## config.mk

```make
export PLATFORM = sky130hd
export DESIGN_NAME = ucb_bandit_arm_selector
export DESIGN_NICKNAME = d
export VERILOG_FILES = /design/src/rtl/core/ucb_pkg.sv /design/src/rtl/core/ucb_ctrl.sv /design/src/rtl/core/ucb_dp.sv /design/src/rtl/core/ucb_bandit_arm_selector.sv
export SDC_FILE = /design/constraint.sdc
export NUM_CORES = 2
export LEC_CHECK = 0
export BUFFER_PORTS_ARGS = -buffer_cell sky130_fd_sc_hd__buf_4
export CAP_MARGIN = 20
export CORE_AREA = 2 2 426 428
export CTS_CLUSTER_SIZE = 10
export DETAILED_ROUTE_END_ITERATION = 6
export DIE_AREA = 0 0 428 430
export SYNTH_ARGS = -nofsm -noshare
export SYNTH_HDL_FRONTEND = slang
export SYNTH_SLANG_ARGS = --single-unit
```

## constraint.sdc

```tcl
create_clock -name clk -period 12.7 [get_ports clk]
set_clock_uncertainty 0.2 [all_clocks]
set_input_delay 1.27 -clock clk [delete_from_list [all_inputs] [get_ports clk]]
set_output_delay 1.27 -clock clk [all_outputs]
set_load 0.01 [all_outputs]
```

## src/rtl/core/ucb_pkg.sv

```systemverilog
// shared types, constants and tables for the ucb1 arm selector
`default_nettype none
package ucb_pkg;

	localparam int MAX_ARMS = 16;
	localparam int ARM_W    = $clog2(MAX_ARMS);
	localparam int NARM_W   = $clog2(MAX_ARMS + 1);
	localparam int CNT_W    = 24;
	localparam int SUM_W    = 40;
	localparam int LN_W     = 21;
	localparam int DVD_W    = 48;
	localparam int MEAN_W   = DVD_W + 1;
	localparam int SQ_W     = 38;
	localparam int ROOT_W   = SQ_W / 2;
	localparam int BON_W    = ROOT_W + 8 - 4;
	localparam int SCORE_W  = MEAN_W + 1;
	localparam int E_W      = 5;
	localparam logic [15:0] LN2_Q16 = 16'd45426;
	localparam logic [CNT_W-1:0] CNT_MAX = {CNT_W{1'b1}};

	localparam logic REG_GAIN = 1'b0;
	localparam logic REG_ARMS = 1'b1;

	localparam logic CMD_START  = 1'b0;
	localparam logic CMD_REWARD = 1'b1;

	typedef enum logic [8:0] {
		ST_IDLE = 9'b000000001,
		ST_UPD  = 9'b000000010,
		ST_SCAN = 9'b000000100,
		ST_MDIV = 9'b000001000,
		ST_QDIV = 9'b000010000,
		ST_SQRT = 9'b000100000,
		ST_BON  = 9'b001000000,
		ST_CMP  = 9'b010000000,
		ST_DONE = 9'b100000000
	} state_t;

	typedef struct packed {
		logic take;
		logic clear;
		logic update;
		logic pick_first;
		logic load_mean;
		logic run_div;
		logic load_q;
		logic load_sqrt;
		logic run_sqrt;
		logic bonus;
		logic compare;
		logic emit;
	} cmd_t;

	typedef struct packed {
		logic initial_rnd;
		logic div_done;
		logic sqrt_done;
		logic last;
		logic out_free;
	} status_t;

	// fractional part of ln(1 + f/16) in q16.16
	function automatic logic [15:0] ln_frac(input logic [3:0] f);
		logic [15:0] r;
		case (f)
			4'd0:    r = 16'd0;
			4'd1:    r = 16'd3973;
			4'd2:    r = 16'd7719;
			4'd3:    r = 16'd11262;
			4'd4:    r = 16'd14624;
			4'd5:    r = 16'd17821;
			4'd6:    r = 16'd20870;
			4'd7:    r = 16'd23783;
			4'd8:    r = 16'd26573;
			4'd9:    r = 16'd29248;
			4'd10:   r = 16'd31818;
			4'd11:   r = 16'd34292;
			4'd12:   r = 16'd36675;
			4'd13:   r = 16'd38975;
			4'd14:   r = 16'd41196;
			default: r = 16'd43345;
		endcase
		return r;
	endfunction

endpackage
`default_nettype wire

```

## src/rtl/core/ucb_ctrl.sv

```systemverilog
// sequencer for update, scoring and result hand-off
`default_nettype none
module ucb_ctrl (
	input  wire logic             clk,
	input  wire logic             arst_n,
	input  wire logic             in_valid,
	input  wire logic             command,
	input  wire ucb_pkg::status_t st,
	output ucb_pkg::cmd_t         cmd,
	output logic                  busy
);
	import ucb_pkg::*;

	state_t state_q, nxt;

	// state register
	always_ff @(posedge clk or negedge arst_n) begin
		if (!arst_n) begin
			state_q <= ST_IDLE;
		end else begin
			state_q <= nxt;
		end
	end

	assign busy = (state_q != ST_IDLE);

	// next state and commands
	always_comb begin
		cmd = '0;
		nxt = state_q;
		case (state_q)
			ST_IDLE: begin
				if (in_valid) begin
					cmd.take = 1'b1;
					if (command == CMD_START) begin
						cmd.clear = 1'b1;
						nxt = ST_DONE;
					end else begin
						nxt = ST_UPD;
					end
				end
			end
			ST_UPD: begin
				cmd.update = 1'b1;
				nxt = ST_SCAN;
			end
			ST_SCAN: begin
				if (st.initial_rnd) begin
					cmd.pick_first = 1'b1;
					nxt = ST_DONE;
				end else begin
					cmd.load_mean = 1'b1;
					nxt = ST_MDIV;
				end
			end
			ST_MDIV: begin
				if (st.div_done) begin
					cmd.load_q = 1'b1;
					nxt = ST_QDIV;
				end else begin
					cmd.run_div = 1'b1;
				end
			end
			ST_QDIV: begin
				if (st.div_done) begin
					cmd.load_sqrt = 1'b1;
					nxt = ST_SQRT;
				end else begin
					cmd.run_div = 1'b1;
				end
			end
			ST_SQRT: begin
				if (st.sqrt_done) begin
					nxt = ST_BON;
				end else begin
					cmd.run_sqrt = 1'b1;
				end
			end
			ST_BON: begin
				cmd.bonus = 1'b1;
				nxt = ST_CMP;
			end
			ST_CMP: begin
				cmd.compare = 1'b1;
				nxt = st.last ? ST_DONE : ST_SCAN;
			end
			ST_DONE: begin
				if (st.out_free) begin
					cmd.emit = 1'b1;
					nxt = ST_IDLE;
				end
			end
			default: nxt = ST_IDLE;
		endcase
	end

endmodule
`default_nettype wire

```

## src/rtl/core/ucb_dp.sv

```systemverilog
// arm statistics, shared divider, square root and score compare
`default_nettype none
module ucb_dp (
	input  wire logic               clk,
	input  wire logic               arst_n,
	input  wire ucb_pkg::cmd_t      cmd,
	output ucb_pkg::status_t        st,
	input  wire logic signed [15:0] reward,
	input  wire logic [7:0]         gain,
	input  wire logic [4:0]         arms_in_use,
	output logic                    out_valid,
	input  wire logic               out_stall,
	output logic [3:0]              next_arm,
	output logic                    initial_round
);
	import ucb_pkg::*;

	logic signed [SUM_W-1:0] sum_q [MAX_ARMS];
	logic [CNT_W-1:0]        cnt_q [MAX_ARMS];
	logic [MAX_ARMS-1:0]     vld_q;
	logic [CNT_W-1:0]        total_q;
	logic [ARM_W-1:0]        last_q, i_q, best_idx_q, res_arm_q;
	logic                    res_init_q, out_valid_q;
	logic signed [15:0]      rwd_q;
	logic [LN_W-1:0]         ln_q;
	logic [DVD_W-1:0]        quo_q;
	logic [CNT_W-1:0]        rem_q, dvs_q;
	logic [5:0]              dcnt_q;
	logic                    neg_q;
	logic signed [MEAN_W-1:0] mean_q;
	logic [SQ_W-1:0]         sq_q;
	logic [ROOT_W+2:0]       srem_q;
	logic [ROOT_W-1:0]       root_q;
	logic [4:0]              scnt_q;
	logic [BON_W-1:0]        bon_q;
	logic signed [SCORE_W-1:0] best_q;

	// active arm count
	logic [NARM_W-1:0] n_act;
	always_comb begin
		if (arms_in_use == 5'd0) begin
			n_act = NARM_W'(1);
		end else if (32'(arms_in_use) > MAX_ARMS) begin
			n_act = NARM_W'(MAX_ARMS);
		end else begin
			n_act = NARM_W'(arms_in_use);
		end
	end

	// reads of arm statistics, invalid entries read as zero
	logic signed [SUM_W-1:0] sum_l, sum_i;
	logic [CNT_W-1:0]        cnt_l, cnt_i;
	assign sum_l = vld_q[last_q] ? sum_q[last_q] : '0;
	assign cnt_l = vld_q[last_q] ? cnt_q[last_q] : '0;
	assign sum_i = vld_q[i_q] ? sum_q[i_q] : '0;
	assign cnt_i = vld_q[i_q] ? cnt_q[i_q] : '0;

	// saturating reward add
	logic signed [SUM_W:0]   sum_ext;
	logic signed [SUM_W-1:0] sum_new;
	always_comb begin
		sum_ext = {sum_l[SUM_W-1], sum_l} + (SUM_W+1)'(rwd_q);
		if (sum_ext[SUM_W] != sum_ext[SUM_W-1]) begin
			sum_new = sum_ext[SUM_W] ? {1'b1, {(SUM_W-1){1'b0}}} : {1'b0, {(SUM_W-1){1'b1}}};
		end else begin
			sum_new = sum_ext[SUM_W-1:0];
		end
	end

	// lowest unpulled arm in use
	logic [ARM_W-1:0] first_idx;
	logic             first_fnd;
	always_comb begin
		first_idx = '0;
		first_fnd = 1'b0;
		for (int j = MAX_ARMS - 1; j >= 0; j--) begin
			if (NARM_W'(j) < n_act && !vld_q[j]) begin
				first_idx = ARM_W'(j);
				first_fnd = 1'b1;
			end
		end
	end

	// table-based ln of the total pull count
	logic [E_W-1:0] e_pos;
	logic [3:0]     f_bits;
	logic [LN_W-1:0] ln_val;
	always_comb begin
		e_pos = '0;
		for (int j = 0; j < CNT_W; j++) begin
			if (total_q[j]) begin
				e_pos = E_W'(j);
			end
		end
		if (e_pos >= E_W'(4)) begin
			f_bits = 4'(total_q >> (e_pos - E_W'(4)));
		end else begin
			f_bits = 4'(total_q << (E_W'(4) - e_pos));
		end
		ln_val = LN_W'(e_pos) * LN_W'(LN2_Q16) + LN_W'(ln_frac(f_bits));
	end

	// divider step
	logic [CNT_W+1:0] dtrial;
	logic             dge;
	assign dtrial = {1'b0, rem_q, quo_q[DVD_W-1]} - {2'b00, dvs_q};
	assign dge    = !dtrial[CNT_W+1];

	// square root step
	logic [ROOT_W+2:0] sshift, strial;
	logic              sge;
	assign sshift = {srem_q[ROOT_W:0], sq_q[SQ_W-1:SQ_W-2]};
	assign strial = {root_q, 2'b01};
	assign sge    = (sshift >= strial);

	// exploration bonus product
	logic [ROOT_W+7:0] bon_prod;
	assign bon_prod = (ROOT_W+8)'(gain) * (ROOT_W+8)'(root_q);

	// score of current arm
	logic signed [SCORE_W-1:0] score;
	logic                      take_it;
	assign score   = {mean_q[MEAN_W-1], mean_q} + SCORE_W'(bon_q);
	assign take_it = (i_q == '0) || (score > best_q);

	// sum magnitude for the mean division
	logic [SUM_W-1:0] sum_mag;
	assign sum_mag = sum_i[SUM_W-1] ? SUM_W'(-sum_i) : SUM_W'(sum_i);

	// arm statistics
	always_ff @(posedge clk) begin
		if (cmd.update) begin
			sum_q[last_q] <= sum_new;
			cnt_q[last_q] <= (cnt_l == CNT_MAX) ? cnt_l : cnt_l + 1'b1;
		end
	end

	// control registers
	always_ff @(posedge clk or negedge arst_n) begin
		if (!arst_n) begin
			vld_q       <= '0;
			total_q     <= '0;
			last_q      <= '0;
			out_valid_q <= 1'b0;
			dcnt_q      <= '0;
			scnt_q      <= '0;
			i_q         <= '0;
		end else begin
			if (cmd.emit) begin
				out_valid_q <= 1'b1;
				last_q      <= res_arm_q;
			end else if (out_valid_q && !out_stall) begin
				out_valid_q <= 1'b0;
			end
			if (cmd.clear) begin
				vld_q   <= '0;
				total_q <= '0;
			end
			if (cmd.update) begin
				vld_q[last_q] <= 1'b1;
				if (total_q != CNT_MAX) begin
					total_q <= total_q + 1'b1;
				end
				i_q <= '0;
			end
			if (cmd.load_mean || cmd.load_q) begin
				dcnt_q <= '0;
			end else if (cmd.run_div) begin
				dcnt_q <= dcnt_q + 1'b1;
			end
			if (cmd.load_sqrt) begin
				scnt_q <= '0;
			end else if (cmd.run_sqrt) begin
				scnt_q <= scnt_q + 1'b1;
			end
			if (cmd.compare) begin
				i_q <= i_q + 1'b1;
			end
		end
	end

	// datapath payload registers
	always_ff @(posedge clk) begin
		if (cmd.take) begin
			rwd_q <= reward;
		end
		if (cmd.clear) begin
			res_arm_q  <= '0;
			res_init_q <= 1'b1;
		end
		if (cmd.pick_first) begin
			res_arm_q  <= first_idx;
			res_init_q <= 1'b1;
		end
		if (cmd.load_mean) begin
			ln_q  <= ln_val;
			neg_q <= sum_i[SUM_W-1];
			quo_q <= {sum_mag, 8'b0};
			rem_q <= '0;
			dvs_q <= cnt_i;
		end else if (cmd.load_q) begin
			mean_q <= neg_q ? -MEAN_W'(quo_q) : MEAN_W'(quo_q);
			quo_q  <= DVD_W'(ln_q);
			rem_q  <= '0;
		end else if (cmd.run_div) begin
			rem_q <= dge ? dtrial[CNT_W-1:0] : {rem_q[CNT_W-2:0], quo_q[DVD_W-1]};
			quo_q <= {quo_q[DVD_W-2:0], dge};
		end
		if (cmd.load_sqrt) begin
			sq_q   <= {1'b0, quo_q[LN_W-1:0], 16'b0};
			srem_q <= '0;
			root_q <= '0;
		end else if (cmd.run_sqrt) begin
			sq_q   <= {sq_q[SQ_W-3:0], 2'b00};
			srem_q <= sge ? sshift - strial : sshift;
			root_q <= {root_q[ROOT_W-2:0], sge};
		end
		if (cmd.bonus) begin
			bon_q <= bon_prod[ROOT_W+7:4];
		end
		if (cmd.compare) begin
			if (take_it) begin
				best_q     <= score;
				best_idx_q <= i_q;
			end
			res_arm_q  <= take_it ? i_q : best_idx_q;
			res_init_q <= 1'b0;
		end
		if (cmd.emit) begin
			next_arm      <= 4'(res_arm_q);
			initial_round <= res_init_q;
		end
	end

	assign out_valid      = out_valid_q;
	assign st.initial_rnd = first_fnd;
	assign st.div_done    = (dcnt_q == 6'(DVD_W));
	assign st.sqrt_done   = (scnt_q == 5'(ROOT_W));
	assign st.last        = ({1'b0, i_q} == n_act - 1'b1);
	assign st.out_free    = !out_valid_q || !out_stall;

endmodule
`default_nettype wire

```

## src/rtl/core/ucb_bandit_arm_selector.sv

```systemverilog
// ucb1 arm selector top level: config registers, sequencer and datapath
// a start word goes straight to the result; a reward word updates the statistics and,
// during the first round, picks the lowest unpulled arm; otherwise each arm in use is
// scored in turn by two 48-step divisions and a 19-step root in one shared unit.
// one word in work at a time; a finished result waits in the output register
// while the next word is taken. reset clears all arm statistics, config to defaults
`default_nettype none
module ucb_bandit_arm_selector (
	input  wire logic        clk,
	input  wire logic        arst_n,
	input  wire logic        in_valid,
	output logic             in_stall,
	input  wire logic        command,
	input  wire logic [15:0] reward,
	output logic             out_valid,
	input  wire logic        out_stall,
	output logic [3:0]       next_arm,
	output logic             initial_round,
	input  wire logic        psel,
	input  wire logic        penable,
	input  wire logic        pwrite,
	input  wire logic [2:0]  paddr,
	input  wire logic [31:0] pwdata,
	output logic [31:0]      prdata,
	output logic             pready
);
	import ucb_pkg::*;

	logic [7:0] gain_q;
	logic [4:0] arms_q;
	cmd_t       cmd;
	status_t    st;
	logic       busy;

	// configuration registers
	always_ff @(posedge clk or negedge arst_n) begin
		if (!arst_n) begin
			gain_q <= 8'd32;
			arms_q <= 5'd16;
		end else if (psel && penable && pwrite) begin
			if (paddr[2] == REG_GAIN) begin
				gain_q <= pwdata[7:0];
			end else begin
				arms_q <= pwdata[4:0];
			end
		end
	end

	assign pready = 1'b1;
	assign prdata = (paddr[2] == REG_ARMS) ? {27'b0, arms_q} : {24'b0, gain_q};
	assign in_stall = busy;

	ucb_ctrl u_ctrl (
		.clk      (clk),
		.arst_n   (arst_n),
		.in_valid (in_valid),
		.command  (command),
		.st       (st),
		.cmd      (cmd),
		.busy     (busy)
	);

	ucb_dp u_dp (
		.clk           (clk),
		.arst_n        (arst_n),
		.cmd           (cmd),
		.st            (st),
		.reward        (reward),
		.gain          (gain_q),
		.arms_in_use   (arms_q),
		.out_valid     (out_valid),
		.out_stall     (out_stall),
		.next_arm      (next_arm),
		.initial_round (initial_round)
	);

endmodule
`default_nettype wire

```

* After elaboration in Yosys (flattened, before gate mapping)
Memory sizes are Yosys's and may differ from the RTL's. A register that Yosys moved wholly into a read port is not among the register bits.
Index checks and enable logic that the tools add are counted.
** Storage, ports and cells
- Register bits :: 389
- Bits in writable memories :: 1024
- ROM bits :: 256
- Output and inout port bits :: 40
- Word-level logic and storage cells :: 286
- Memories kept :: 3
** Memories
- u_dp.sum_q :: depth 16, width 40, rd ports 2, clocked after Yosys merged registers in 0, wr ports 1, RTL line ucb_dp.sv:18 : logic signed [SUM_W-1:0] sum_q [MAX_ARMS];
- u_dp.cnt_q :: depth 16, width 24, rd ports 2, clocked after Yosys merged registers in 1, wr ports 1, RTL line ucb_dp.sv:19 : logic [CNT_W-1:0] cnt_q [MAX_ARMS];
- (no name shown) :: depth 16, width 16, rd ports 1, clocked after Yosys merged registers in 0, wr ports 0, RTL line ucb_pkg.sv:65 : case (f)
** Operators by class
- $add $sub $neg :: 15
- Multipliers :: 2
- $lt $le $gt $ge :: 23
- Equal/unequal tests :: 21
- Shifts and indexed selects :: 2
- Mux-type cells :: 128
- Bitwise operators :: 3
- Reduce and logical (&&, ||, !) cells :: 60
** Operators with widths (count)
- $mux 40 :: 5
- $mux 48 :: 4
- $mux 24 :: 6
- $mux 4 :: 31
- $pmux 9 s9 :: 1
- $mux 37 :: 2
- $mux 9 :: 8
- $mux 5 :: 12
- $add 49x24->50 :: 1
- $gt 50x50->1 :: 1
- $neg 48->49 :: 1
- $add 24x1->24 const B :: 2
- $add 40x16->41 :: 1
- $mux 1 :: 41
- $lt 4x5->1 const A :: 8
- $neg 40->40 :: 1
- $mux 16 :: 2
- $mul 8x19->27 :: 1
- $sub 25x24->26 :: 1
- $eq 24x24->1 const B :: 1
- $ne 24x24->1 const B :: 1
- $shl 24x5->4 :: 1
- $shr 24x5->4 :: 1
- $ge 22x21->1 :: 1
- 50 further kinds :: 120

* Longest topological paths before layout
An unclocked memory read counts as a cell.
- Word-level depth :: 28
- Mapped depth :: 34
- Mapped depth without buffers :: 31

* By module
Synthesis repeated with hierarchy kept, for this count alone.
** Second synthesis, totals
- Cell total of the unflattened synthesis :: 5759
- Area, all modules :: 80845.0 µm²
** By module, submodules not included
- ucb_dp :: times used 1, cells each 5615, area each 79349.9 µm², seq. area each 41459.8 µm²
- ucb_bandit_arm_selector :: times used 1, cells each 64, area each 792.0 µm², seq. area each 327.8 µm²
- ucb_ctrl :: times used 1, cells each 80, area each 703.2 µm², seq. area each 226.5 µm²

* Least setup slack after synthesis
Ideal clock, no wire load.
- Kind :: register to register
- From :: register u_dp.last_q[0]
- To :: memory u_dp.cnt_q[12][0], enable pin
- Arrival time :: 8285 ps
- Path slack :: 3567 ps
- Stages on the path, launching flop included :: 10
- Buffers on the path :: 8
- Period minus slack after synthesis :: 9133 ps
- Path through :: dfrtp_1 > buf_4 > buf_4 > buf_4 > buf_6 > buf_2 > clkbuf_1 > clkbuf_1 > buf_2 > nor4_1
** RTL lines
- from (decl) :: RTL line ucb_dp.sv:22 : logic [ARM_W-1:0] last_q, i_q, best_idx_q, res_arm_q;
- from (signal assigned) :: RTL line ucb_dp.sv:151 : last_q <= res_arm_q;
- to (decl) :: RTL line ucb_dp.sv:19
Straight into the memory's write port.

* Worst setup path after layout
- From :: register u_dp.total_q[3]
- To :: register u_dp.ln_q[19], data pin
** Between the ends
- Longest elaborated chain between the ends :: 26
** Ends and longest elaborated chain
- from (decl) :: RTL line ucb_dp.sv:21 : logic [CNT_W-1:0] total_q;
- from (signal assigned) :: RTL line ucb_dp.sv:162 : total_q <= total_q + 1'b1;
- $mux 2 :: RTL line ucb_dp.sv:91 : if (total_q[j]) begin
- $mux 3 (4 in series) :: RTL line ucb_dp.sv:91
- $mux 4 (8 in series) :: RTL line ucb_dp.sv:91
- $mux 5 (8 in series) :: RTL line ucb_dp.sv:91
- $sub 3x5->5 or $sub 5x3->5 (tied branches) :: RTL line ucb_dp.sv:98, ucb_dp.sv:96
- $shl 24x5->4 or $shr 24x5->4 (tied branches) :: RTL line ucb_dp.sv:98, ucb_dp.sv:96
- $mux 4 :: RTL line ucb_dp.sv:95 : if (e_pos >= E_W'(4)) begin
- $mem_v2 16x16
- $add 21x16->21 (*) :: RTL line ucb_dp.sv:100 : ln_val = LN_W'(e_pos) * LN_W'(LN2_Q16) + LN_W'(ln_frac(f_bits));
- net u_dp.ln_val[19] :: RTL line ucb_dp.sv:87 : logic [LN_W-1:0] ln_val;
- to (signal assigned) :: RTL line ucb_dp.sv:196 : ln_q <= ln_val;
- to (decl) :: RTL line ucb_dp.sv:25 : logic [LN_W-1:0] ln_q;
Mark *: on every way through the listed nets, which the timed path passes. The rest lies on a longest branch.
A chain may end at the register's enable or synchronous reset.

==> impl_metrics.csv <==
group,metric,value,unit
synth,yosysWarnings,0,
sta,drv_slew,0,
synth,netlist_top_cells_count,"edfxtp_1 (1282), mux4_2 (621), nand2_1 (442)",
sta,slew_headroom,25.04,%
setup_path,cp_common_cell,"o21ai_0",
synth,synthFlopType,"edfxtp_1",
placement,place_congestion,0.8562,
global_route,grt-busiest-layer,"met2",
clock_network,clk_latency,830,ps
min_path,hold_class,"in -> async",
sta,fin_crit_sh,64.63,%
floorplan,die_w,428,um
synth,synth_seq_cells,1437,
floorplan,io-pin-count,99,
synth,yosys.area.top_type,"edfxtp_1",
run_status,status,"finished, violations left",
synth,ys_types,104,
sta,fmax,0.1218,GHz
synth,yosysSeqAreaShare,52.26,%
global_route,grt_antenna_before_repair,4,
sta,setup_viol,0,
job,maxCapViolCount,0,
clock_network,postCtsSetupBuffers,0,
clock_network,clkTransAtPathRegs,60,ps
global_route,met2_usage,38.02,%
power_and_ir_drop,ir_drop,0.1146,mV
synth,synthesis.area,80390,um2
global_route,grt_pass1_wl,316.4,mm
synth,async_reset_ff_share,5.706,%
setup_path,worstPathRequired,13060,ps
power_and_ir_drop,comb_power_share,1.2,%
detailed_routing,drc_errors,3,
detailed_routing,vias,49808,
global_route,grt_max_degree,94,
placement,dp_slack,4589,ps
floorplan,die_h,430,um
detailed_routing,drtAntennaViolNets,0,
final_layout,nets,6193,
global_route,grt_overflow,0,
setup_path,r2r_slack,4490,ps
detailed_routing,drt_first_pass_iters,7,
final_layout,fillers,15292,
setup_path,crit-reg2reg-capture,"u_dp.ln_q[19]",
final_layout,fin_cells,8199,
global_route,use_met1,30.95,%
sta,grt_setup_unrepaired,"no",
sta,hold_viol_final,0,
global_route,grt_usage,22.70,%
setup_path,startpoint_type,"register",
power_and_ir_drop,p_sw_share,20.97,%
sta,fin_hold_ws,162.8,ps
power_and_ir_drop,p_per_area,109.5,nW/um2
detailed_routing,viasPerCell,6.075,
run_status,violations,"design-rule violations",
global_route,first_global_vias,50041,
setup_path,slowest_stage,"nor2_2",
sta,fin_crit,8208,ps
power_and_ir_drop,p_seq_share,53.1,%
synth,synth_edf_count,1282,
synth,syn_avg_cell_area,14.06,um2
setup_path,r2r-start,"u_dp.total_q[3]",
sta,setup_ws,4492,ps
synth,ys_top_cells_by_area,"edfxtp_1 (48%), mux4_2 (17%), ha_1 (4.2%)",
final_layout,seq_area,42040,um2
floorplan,rows,156,
setup_path,end_kind,"register",
floorplan,dieArea,184000,um2
final_layout,syn2layout_area_growth,10.03,%
clock_network,cts.sinks,1437,
sta,worst_pin_slew,1116,ps
clock_network,hold_buffers,0,
placement,portBuffers,47,
clock_network,cts_resized,0,
synth,syn_inst,5716,
detailed_routing,wirelength,208.9,mm
floorplan,core-area,179800,um2
clock_network,cts_buffers,169,
setup_path,cp_slowest_stage_delay,730,ps
final_layout,drive_above_1_share,19.46,%
power_and_ir_drop,power.internal,7.652,mW
floorplan,start_util,44.72,%
global_route,met3_usage,3.161,%
placement,hpwl,130.8,mm
power_and_ir_drop,p_leak,30.84,nW
clock_network,clock-root-buffer,"clkbuf_16",
setup_path,cp_max_fo,21,
final_layout,multi_input_area,35880,um2
synth,synth_top_area_share,47.89,%
detailed_routing,post_drt_wl_per_cell,25.48,um
setup_path,critPathArrivalTime,8570,ps
power_and_ir_drop,p_sw,2.031,mW
power_and_ir_drop,clkPwrFrac,45.7,%
synth,yosys.cell_count.top_type,"edfxtp_1",
setup_path,path_class,"reg -> reg",
sta,finalSetupTns,0,ps
placement,post-place-cells,7933,
setup_path,worstRegToRegCells,29,
final_layout,fin_util,49.21,%
clock_network,tritoncts,"done",
detailed_routing,drtIter0Drc,4738,
clock_network,ctsLongestPathBuffers,3,
clock_network,ctsHtreeMaxLevel,4,
placed cells by master (no fill, tap or decap), types with 92 or more instances in the layout:
| cell | Yosys | layout |
|---|---|---|
| a21oi_1 | 191 | 191 |
| o21ai_0 | 256 | 255 |
| inv_1 | 311 | 307 |
| edfxtp_1 | 1282 | 1282 |
| fa_1 | 115 | 115 |
| and2_1 | 129 | 129 |
| mux4_2 | 621 | 621 |
| clkbuf_16 | 0 | 170 |
| buf_4 | 42 | 181 |
| ha_1 | 271 | 271 |
| xnor2_1 | 209 | 209 |
| nand2_1 | 442 | 442 |
| mux2i_1 | 92 | 92 |
| nand3_1 | 135 | 135 |
| nor2_1 | 233 | 227 |
flip-flops by register name, indices dropped and copies added, names as in the netlist, 8 cells and up:
signal	flops
u_dp.best_q	50
u_dp.total_q	24
u_dp.rem_q	24
u_dp.srem_q	20
u_dp.sq_q	22
gain_q	8
u_dp.mean_q	49
u_ctrl.state_q	9
u_dp.ln_q	21
u_dp.vld_q	16
u_dp.root_q	19
u_dp.rwd_q	16
u_dp.quo_q	48
u_dp.cnt_q	384
u_dp.sum_q	640
u_dp.dvs_q	24
u_dp.bon_q	23
worst max path at each step:
stage,startpoint,cells after the start,end
finish,u_dp.total_q[3],29,u_dp.ln_q[19]
global route,u_dp.total_q[3],29,u_dp.ln_q[19]
CTS,u_dp.last_q[0],18,u_dp.sum_q[0][19]
detailed placement,u_dp.total_q[2],29,u_dp.ln_q[19]
global placement,u_dp.total_q[2],29,u_dp.ln_q[19]
floorplan,u_dp.last_q[0],9,u_dp.cnt_q[12][0]
logic make-up (layout without fill, tap and decap cells):
family | Yosys count | after routing | share of synthesized area [%]
flip-flops | 1437 | 1437 | 52.26
AND/OR/NAND/NOR | 1330 | 1330 | 8.120
AO/OA/AOI/OAI | 856 | 856 | 6.836
multiplexers | 751 | 751 | 19.07
buffers and inverters | 664 | 751 | 3.443
adder cells (fa/ha/maj) | 396 | 396 | 7.206
XOR/XNOR | 280 | 280 | 3.050
other | 2 | 28 | 0.009342
cell type report:
type                    count  area share (%)
inverters                 316           1.349
clock buffers             218           5.081
diodes                      3        0.008487
flip-flops and latches   1437           47.53
well taps                2370           3.352
clock inverters            31          0.4753
multi-input cells        3638           40.56
repair buffers            186           1.649
per-layer routing:
| layer | vias up | part of all wire [%] |
|---|---|---|
| met5 | - | 0 |
| met2 | 1701 | 49 |
| met4 | 0 | 2.7 |
| met1 | 25708 | 42 |
| li1 | 22053 | - |
| met3 | 346 | 6.0 |
worst max-delay path: cells and delay by family (launching register included):
family | cells | cell delay [ps]
AOI/OAI and AO/OA | 14 | 3590
buffers and inverters | 3 | 610
and+or+nand+nor | 6 | 1260
adders and majority gates | 3 | 1220
muxes | 1 | 220
DFF | 1 | 540
xor gates and xnor gates | 2 | 310
power groups by stage:
| stage | Combinational (mW) | Sequential [mW] | Clock [mW] |
|---|---|---|---|
| 5_1_grt | 0.128 | 5.15 | 4.69 |
| 3_3_place_gp | 0.113 | 5.24 | 0 |
| 3_5_place_dp | 0.114 | 5.24 | 0 |
| 2_1_floorplan | 0.109 | 5.19 | 0 |
| 6_report | 0.115 | 5.15 | 4.42 |
| 4_1_cts | 0.115 | 5.14 | 4.52 |
through the flow:
step                      total power [mW]  cell area [um2]
final                                9.683            88460
after global routing                 9.967            88450
after CTS                            9.778            88330
after detailed placement             5.355            83420
after global placement               5.354            83420
after floorplan                      5.297            80480
No activity file was read; power rests on OpenSTA's default activity.
